--- src/design/c2u_pkg.sv ---
// Shared types and functions for the CP1252 to UTF-8 transcoder.
// Holds the queue entry type, the Windows-1252 code point table and the encoder.
// Depends on nothing.
`timescale 1ns / 1ps

package c2u_pkg;

	localparam logic [7:0] WIN_FIRST = 8'd127;
	localparam logic [7:0] WIN_LAST  = 8'd159;
	localparam logic [15:0] CP_BULLET = 16'd8226;

	typedef struct packed {
		logic [1:0]      nbytes;
		logic [2:0][7:0] bytes;
	} c2u_entry_t;

	function automatic logic [15:0] win_cp(input logic [5:0] idx);
		logic [15:0] cp;
		unique case (idx)
			6'd3:    cp = 16'd8218;
			6'd4:    cp = 16'd402;
			6'd5:    cp = 16'd8222;
			6'd6:    cp = 16'd8230;
			6'd7:    cp = 16'd8224;
			6'd8:    cp = 16'd8225;
			6'd9:    cp = 16'd710;
			6'd10:   cp = 16'd8240;
			6'd11:   cp = 16'd352;
			6'd12:   cp = 16'd8249;
			6'd13:   cp = 16'd338;
			6'd18:   cp = 16'd8216;
			6'd19:   cp = 16'd8217;
			6'd20:   cp = 16'd8220;
			6'd21:   cp = 16'd8221;
			6'd23:   cp = 16'd8211;
			6'd24:   cp = 16'd8212;
			6'd25:   cp = 16'd732;
			6'd26:   cp = 16'd8482;
			6'd27:   cp = 16'd353;
			6'd28:   cp = 16'd8250;
			6'd29:   cp = 16'd339;
			6'd32:   cp = 16'd376;
			default: cp = CP_BULLET;
		endcase
		return cp;
	endfunction

	function automatic c2u_entry_t utf8_encode(input logic [15:0] cp);
		c2u_entry_t e;
		e.bytes = '0;
		if (cp < 16'h0080) begin
			e.nbytes   = 2'd1;
			e.bytes[0] = cp[7:0];
		end else if (cp < 16'h0800) begin
			e.nbytes   = 2'd2;
			e.bytes[0] = {3'b110, cp[10:6]};
			e.bytes[1] = {2'b10, cp[5:0]};
		end else begin
			e.nbytes   = 2'd3;
			e.bytes[0] = {4'b1110, cp[15:12]};
			e.bytes[1] = {2'b10, cp[11:6]};
			e.bytes[2] = {2'b10, cp[5:0]};
		end
		return e;
	endfunction

endpackage

--- src/design/c2u_front.sv ---
// Front stage: accepts source bytes, holds the mode register and encodes each item.
// Depends on c2u_pkg.
`timescale 1ns / 1ps

module c2u_front (
	input  logic                clk,
	input  logic                arst_n,
	input  logic                in_valid,
	output logic                in_ready,
	input  logic [7:0]          in_byte,
	input  logic                cfg_valid,
	output logic                cfg_ready,
	input  logic                cfg_data,
	output logic                push_valid,
	input  logic                push_ready,
	output c2u_pkg::c2u_entry_t push_entry
);

	logic                passthrough_mode_q;
	logic                valid_s1;
	c2u_pkg::c2u_entry_t entry_s1;
	c2u_pkg::c2u_entry_t enc;
	logic [7:0]          win_off;
	logic [15:0]         cp;

	assign cfg_ready = 1'b1;
	assign in_ready  = !valid_s1 || push_ready;
	assign win_off   = in_byte - c2u_pkg::WIN_FIRST;

	always_comb begin
		if (in_byte >= c2u_pkg::WIN_FIRST && in_byte <= c2u_pkg::WIN_LAST) begin
			cp = c2u_pkg::win_cp(win_off[5:0]);
		end else begin
			cp = {8'd0, in_byte};
		end
		if (passthrough_mode_q) begin
			enc          = '0;
			enc.nbytes   = 2'd1;
			enc.bytes[0] = in_byte;
		end else begin
			enc = c2u_pkg::utf8_encode(cp);
		end
	end

	always_ff @(posedge clk or negedge arst_n) begin
		if (!arst_n) begin
			passthrough_mode_q <= 1'b0;
		end else if (cfg_valid && cfg_ready) begin
			passthrough_mode_q <= cfg_data;
		end
	end

	always_ff @(posedge clk or negedge arst_n) begin
		if (!arst_n) begin
			valid_s1 <= 1'b0;
		end else if (in_ready) begin
			valid_s1 <= in_valid;
		end
	end

	always_ff @(posedge clk) begin
		if (in_ready && in_valid) begin
			entry_s1 <= enc;
		end
	end

	assign push_valid = valid_s1;
	assign push_entry = entry_s1;

endmodule

--- src/design/c2u_queue.sv ---
// Short queue of encoded items between the front and back stages.
// Depends on c2u_pkg.
`timescale 1ns / 1ps

module c2u_queue #(
	parameter int DEPTH = 2
) (
	input  logic                clk,
	input  logic                arst_n,
	input  logic                push_valid,
	output logic                push_ready,
	input  c2u_pkg::c2u_entry_t push_entry,
	output logic                pop_valid,
	input  logic                pop_ready,
	output c2u_pkg::c2u_entry_t pop_entry
);

	localparam int PW = (DEPTH > 1) ? $clog2(DEPTH) : 1;
	localparam int CW = $clog2(DEPTH + 1);

	c2u_pkg::c2u_entry_t mem [DEPTH];
	logic [PW-1:0]       wr_ptr_q;
	logic [PW-1:0]       rd_ptr_q;
	logic [CW-1:0]       count_q;
	logic                push;
	logic                pop;

	assign push_ready = count_q != CW'(DEPTH);
	assign pop_valid  = count_q != '0;
	assign push       = push_valid && push_ready;
	assign pop        = pop_valid && pop_ready;
	assign pop_entry  = mem[rd_ptr_q];

	always_ff @(posedge clk) begin
		if (push) begin
			mem[wr_ptr_q] <= push_entry;
		end
	end

	always_ff @(posedge clk or negedge arst_n) begin
		if (!arst_n) begin
			wr_ptr_q <= '0;
			rd_ptr_q <= '0;
			count_q  <= '0;
		end else begin
			if (push) begin
				wr_ptr_q <= (wr_ptr_q == PW'(DEPTH - 1)) ? '0 : wr_ptr_q + 1'b1;
			end
			if (pop) begin
				rd_ptr_q <= (rd_ptr_q == PW'(DEPTH - 1)) ? '0 : rd_ptr_q + 1'b1;
			end
			if (push && !pop) begin
				count_q <= count_q + 1'b1;
			end else if (pop && !push) begin
				count_q <= count_q - 1'b1;
			end
		end
	end

`ifndef SYNTHESIS
	a_count_bound: assert property (@(posedge clk) disable iff (!arst_n)
		count_q <= CW'(DEPTH))
		else $error("queue count exceeds depth");
	a_count_up: assert property (@(posedge clk) disable iff (!arst_n)
		push && !pop |=> count_q == $past(count_q) + 1'b1)
		else $error("queue count did not grow on push");
	a_ptr_gap: assert property (@(posedge clk) disable iff (!arst_n)
		(count_q == '0 || count_q == CW'(DEPTH)) |-> wr_ptr_q == rd_ptr_q)
		else $error("queue pointers disagree with count");
`endif

endmodule

--- src/design/c2u_back.sv ---
// Back stage: takes encoded items from the queue and emits them one byte per cycle while out_ready is high.
// Depends on c2u_pkg.
`timescale 1ns / 1ps

module c2u_back (
	input  logic                clk,
	input  logic                arst_n,
	input  logic                pop_valid,
	output logic                pop_ready,
	input  c2u_pkg::c2u_entry_t pop_entry,
	output logic                out_valid,
	input  logic                out_ready,
	output logic [7:0]          out_byte,
	output logic                last_of_char
);

	c2u_pkg::c2u_entry_t cur_q;
	logic                cur_valid_q;
	logic [1:0]          idx_q;
	logic                last;

	assign last         = idx_q == cur_q.nbytes - 2'd1;
	assign out_valid    = cur_valid_q;
	assign out_byte     = cur_q.bytes[idx_q];
	assign last_of_char = last;
	assign pop_ready    = !cur_valid_q || (out_ready && last);

	always_ff @(posedge clk or negedge arst_n) begin
		if (!arst_n) begin
			cur_valid_q <= 1'b0;
			idx_q       <= '0;
		end else if (pop_ready) begin
			cur_valid_q <= pop_valid;
			idx_q       <= '0;
		end else if (out_ready) begin
			idx_q <= idx_q + 2'd1;
		end
	end

	always_ff @(posedge clk) begin
		if (pop_ready && pop_valid) begin
			cur_q <= pop_entry;
		end
	end

`ifndef SYNTHESIS
	a_idx_range: assert property (@(posedge clk) disable iff (!arst_n)
		cur_valid_q |-> (idx_q < cur_q.nbytes && cur_q.nbytes != 2'd0))
		else $error("byte index beyond item length");
	a_last_pop: assert property (@(posedge clk) disable iff (!arst_n)
		out_valid && out_ready && !last |=> idx_q == $past(idx_q) + 2'd1)
		else $error("byte index did not advance");
	a_no_pop_mid: assert property (@(posedge clk) disable iff (!arst_n)
		out_valid && !last |-> !pop_ready)
		else $error("queue popped before item finished");
`endif

endmodule

--- src/design/cp1252_to_utf8_transcoder.sv ---
// An item's first byte passes from the front register through the queue into the back
// register, and only then is it presented on the output.
// While out_ready is high the output emits one byte per cycle, and an item encoding to n
// bytes holds it until its last byte is taken, so single-byte characters flow at one item per cycle.
// The front keeps accepting while the queue has room, and the queue depth sets the slack.
// Reset clears the mode register to conversion and empties the front, queue and back.
`timescale 1ns / 1ps

module cp1252_to_utf8_transcoder #(
	parameter int QUEUE_DEPTH = 2
) (
	input  logic       clk,
	input  logic       arst_n,
	input  logic       in_valid,
	output logic       in_ready,
	input  logic [7:0] in_byte,
	input  logic       cfg_valid,
	output logic       cfg_ready,
	input  logic       cfg_data,
	output logic       out_valid,
	input  logic       out_ready,
	output logic [7:0] out_byte,
	output logic       last_of_char
);

	logic                push_valid;
	logic                push_ready;
	c2u_pkg::c2u_entry_t push_entry;
	logic                pop_valid;
	logic                pop_ready;
	c2u_pkg::c2u_entry_t pop_entry;

	c2u_front u_front (
		.clk        (clk),
		.arst_n     (arst_n),
		.in_valid   (in_valid),
		.in_ready   (in_ready),
		.in_byte    (in_byte),
		.cfg_valid  (cfg_valid),
		.cfg_ready  (cfg_ready),
		.cfg_data   (cfg_data),
		.push_valid (push_valid),
		.push_ready (push_ready),
		.push_entry (push_entry)
	);

	c2u_queue #(
		.DEPTH (QUEUE_DEPTH)
	) u_queue (
		.clk        (clk),
		.arst_n     (arst_n),
		.push_valid (push_valid),
		.push_ready (push_ready),
		.push_entry (push_entry),
		.pop_valid  (pop_valid),
		.pop_ready  (pop_ready),
		.pop_entry  (pop_entry)
	);

	c2u_back u_back (
		.clk          (clk),
		.arst_n       (arst_n),
		.pop_valid    (pop_valid),
		.pop_ready    (pop_ready),
		.pop_entry    (pop_entry),
		.out_valid    (out_valid),
		.out_ready    (out_ready),
		.out_byte     (out_byte),
		.last_of_char (last_of_char)
	);

endmodule

--- config.mk ---
export PLATFORM = sky130hd
export DESIGN_NAME = cp1252_to_utf8_transcoder
export DESIGN_NICKNAME = d
export VERILOG_FILES = /design/src/design/c2u_pkg.sv /design/src/design/c2u_front.sv /design/src/design/c2u_queue.sv /design/src/design/c2u_back.sv /design/src/design/cp1252_to_utf8_transcoder.sv
export SDC_FILE = /design/constraint.sdc
export NUM_CORES = 1
export LEC_CHECK = 0
export ABC_AREA = 1
export BUFFER_PORTS_ARGS = -buffer_cell sky130_fd_sc_hd__buf_4
export CAP_MARGIN = 20
export CORE_ASPECT_RATIO = 1.4
export CORE_UTILIZATION = 30
export CTS_BUF_LIST = sky130_fd_sc_hd__clkbuf_8
export CTS_CLUSTER_DIAMETER = 80
export DETAILED_ROUTE_END_ITERATION = 8
export GPL_TIMING_DRIVEN = 0
export PLACE_DENSITY_LB_ADDON = 0.25
export SYNTH_ARGS = -nofsm -noshare
export SYNTH_HDL_FRONTEND = slang
export SYNTH_SLANG_ARGS = --single-unit
--- constraint.sdc ---
create_clock -name clk -period 4.5 [get_ports clk]
set_clock_uncertainty 0.05 [all_clocks]
set_input_delay 0.225 -clock clk [delete_from_list [all_inputs] [get_ports clk]]
set_output_delay 0.225 -clock clk [all_outputs]
set_load 0.02 [all_outputs]
==> metrics.txt <==
DR vias/cell roughly 4.5; first-pass GRT wire length between 10000 and 15000 um; Final Hold Vio Count 0; Final Cycle Share 0.592; post-synth cell types 37; Fillers between 1500 and 2000; hpwl dp between 7000 and 8000 um; Clock Path Buffers 2; pwr dens 578 nW/um^2; Detailed Route Iter0 Violations between 100 and 150; top-area cell type share of the netlist area 0.563; VDD IR max 375 uV; die area 16900 sq um; H-tree level count 3; Max Cap Viol 0; initial antenna violation count 0; WS Path Type flop to flop; internal power around 2.2 mW; DIE WIDTH 110 um; Critical Path RT about 4.7 ns; num ports 26; clk slew on worst S/H paths roughly 0.09 ns; Post-Syn Nets 455; Synth area leaders edfxtp_1 (56%), nand2_1 (5.6%), mux2_2 (5.3%); Crit. End Element flop; layout cells sized above 1 0.263; combinational share of power 0.347; crit-path max FO 10; largest area contributor in the netlist edfxtp_1; setup repair bufs after CTS 0; core area about 16000 sq um; largest net degree at the start of global routing 24; Final Worst Setup Slack between 1.5 and 2 ns; Syn Inst Count 432; post-synthesis sequential area ratio 0.609; Seq cells post-synth roughly 100; switching share of power 0.327; post-place instance area about 5400 sq um; Core Rows 55; # diodes 0; storage element area 2990 sq um; Ys Warns 0; GRT overflow 0; fin. max-slew vios 0; HP Class input port to flop; Startpoint Class flop; Final Setup Violations 0; Critical Path AT roughly 2.9 ns; power share of the sequential group 0.490; DR pass1 iterations 4; relative slew slack 0.431; Area Growth Syn to Fin 13.8%; setup TNS 0 ns; ANT nets after route 0; vias in the first global route 2981; gr usage total 0.117; status completed; Root Buffer clkbuf_8; Lkg Pwr between 2 and 2.5 nW; Final Power between 3 and 4 mW; Post-Syn Area 4910 sq um; CTS tree done; clk sink count 101; multi-input logic area between 1500 and 2000 sq um; DR WL/cell approximately 14 um; Starting Density 0.305; port buffer count 23; post-cts resize count 0; Design Area, Final ~5600 sq um; Final nets slightly below 500; via count about 3000; Net Sw Power between 1 and 1.5 mW; clock share of power 0.163; DRT Wirelength 9260 um; cts bufs inserted 9; post-place setup slack 1.78 ns; Final min period 2.66 ns; worst-margin pin slew approximately 0.85 ns; gpl congestion 0.865; RSZ-0062 raised after global routing false; Peak Freq approximately 380 MHz; mean post-synth cell area 11.4 sq um; Die Y-Extent 153 um; Worst-Skew Late Latency ~0.35 ns; drt drc 0
-- synth_stat cells, drive strengths merged --
cell	count
and2	1
nor2	49
o22ai	1
clkinv	1
o31ai	7
clkbuf	5
o211ai	3
dfrtp	9
nand3	49
ha	9
edfxtp	92
buf	10
a22oi	1
inv	39
nand4	4
a21oi	7
o311ai	1
nand2	96
conb	1
xor2	3
xnor2	2
o21ai	19
mux2	23
-- path summary, 6_finish.rpt --
path,from,to,slack (ns),depth (start not counted)
max reg2reg,u_back.idx_q[0]$_DFFE_PN0P_,u_queue.count_q[1]$_DFFE_PN0P_,1.84,12
max,u_back.idx_q[0]$_DFFE_PN0P_,u_queue.count_q[1]$_DFFE_PN0P_,1.84,12
min reg2reg,u_front.push_entry[3]$_DFFE_PP_,u_queue.mem[0][3]$_DFFE_PP_,0.40,0
min,cfg_valid,u_front.passthrough_mode_q$_DFFE_PN0P_,0.02,2
min in group asynchronous,arst_n,u_queue.wr_ptr_q$_DFFE_PN0P_,0.18,2
max in group asynchronous,arst_n,u_front.passthrough_mode_q$_DFFE_PN0P_,4.08,2
-- per-layer routing --
layer	up-vias	GRT usage	share of wire
met5	-	0	0
li1	1555	-	-
met3	18	0.0188	0.020
met2	49	0.217	0.55
met1	1423	0.122	0.39
met4	0	0.0645	0.038
-- critical path: stages, from the launching register on --
cell	delay [ns]
dfrtp_1	0.35
buf_4	0.17
clkinv_1	0.26
nor2_1	0.16
o21ai_0	0.14
nand2_1	0.08
nand2_1	0.09
a21oi_2	0.40
inv_1	0.12
ha_1	0.34
a21oi_1	0.11
o21ai_0	0.11
xor2_1	0.15
-- cells in the final DEF (no fill, tap or decap), types with 4 or more instances in the layout --
cell type	instances
a21oi_2	4
buf_4	28
clkbuf_1	5
clkbuf_8	9
clkinv_1	4
dfrtp_1	9
edfxtp_1	92
ha_1	9
inv_1	33
inv_2	5
mux2_2	23
nand2_1	73
nand2_2	16
nand2_4	7
nand3_1	44
nand4_1	4
nor2_1	36
nor2_2	8
nor2_4	5
o21ai_0	13
o31ai_1	7
-- cell families (layout without fill, tap and decap cells) --
logic type               Yosys count  after routing  share of synthesized area
XOR/XNOR                           5              5                    0.00892
adder cells (fa/ha/maj)            9              9                     0.0229
flip-flops                       101            101                      0.609
AND/OR/NAND/NOR                  199            199                      0.205
other                              1              1                   0.000764
multiplexers                      23             23                     0.0528
AO/OA/AOI/OAI                     39             39                     0.0510
buffers and inverters             55             98                     0.0500
-- power by group through the flow --
stage | combinational (mW) | clock [mW] | sequential [mW]
after floorplan | 0.755 | 0 | 1.58
after global placement | 1.07 | 0 | 1.61
after detailed placement | 1.14 | 0 | 1.61
after CTS | 1.15 | 0.546 | 1.59
after global routing | 1.25 | 0.582 | 1.61
final | 1.12 | 0.528 | 1.58
-- area by class of cell --
cell class,count,area share
clock inverters,7,0.0101
repair buffers,27,0.0430
flip-flops and latches,101,0.535
plain buffers,15,0.0166
well taps,199,0.0446
clock buffers,9,0.0222
multi-input cells,276,0.301
inverters,40,0.0273
-- flip-flops by register name (all words and copies together) (netlist names) --
signal	flops
u_queue.rd_ptr_q	1
u_back.cur_q	23
u_queue.mem	46
u_front.push_entry	23
u_queue.wr_ptr_q	1
u_back.idx_q	2
u_back.out_valid	1
u_front.push_valid	1
u_queue.count_q	2
u_front.passthrough_mode_q	1
-- per-stage QoR --
step,util,hold WS [ns],instances
after floorplan,-,-0.121,432
after global placement,0.331,0.0116,654
after detailed placement,0.335,0.0133,657
after CTS,0.347,0.00243,674
after global routing,0.347,0.00368,674
final,0.347,0.0232,674
-- repair_timing --
item,4_1_cts,5_1_grt
hold endpoints to repair,9,0
hold buffers,1,0
endpoints found under the setup margin,0,0
No activity file was read; power rests on OpenSTA's default activity.
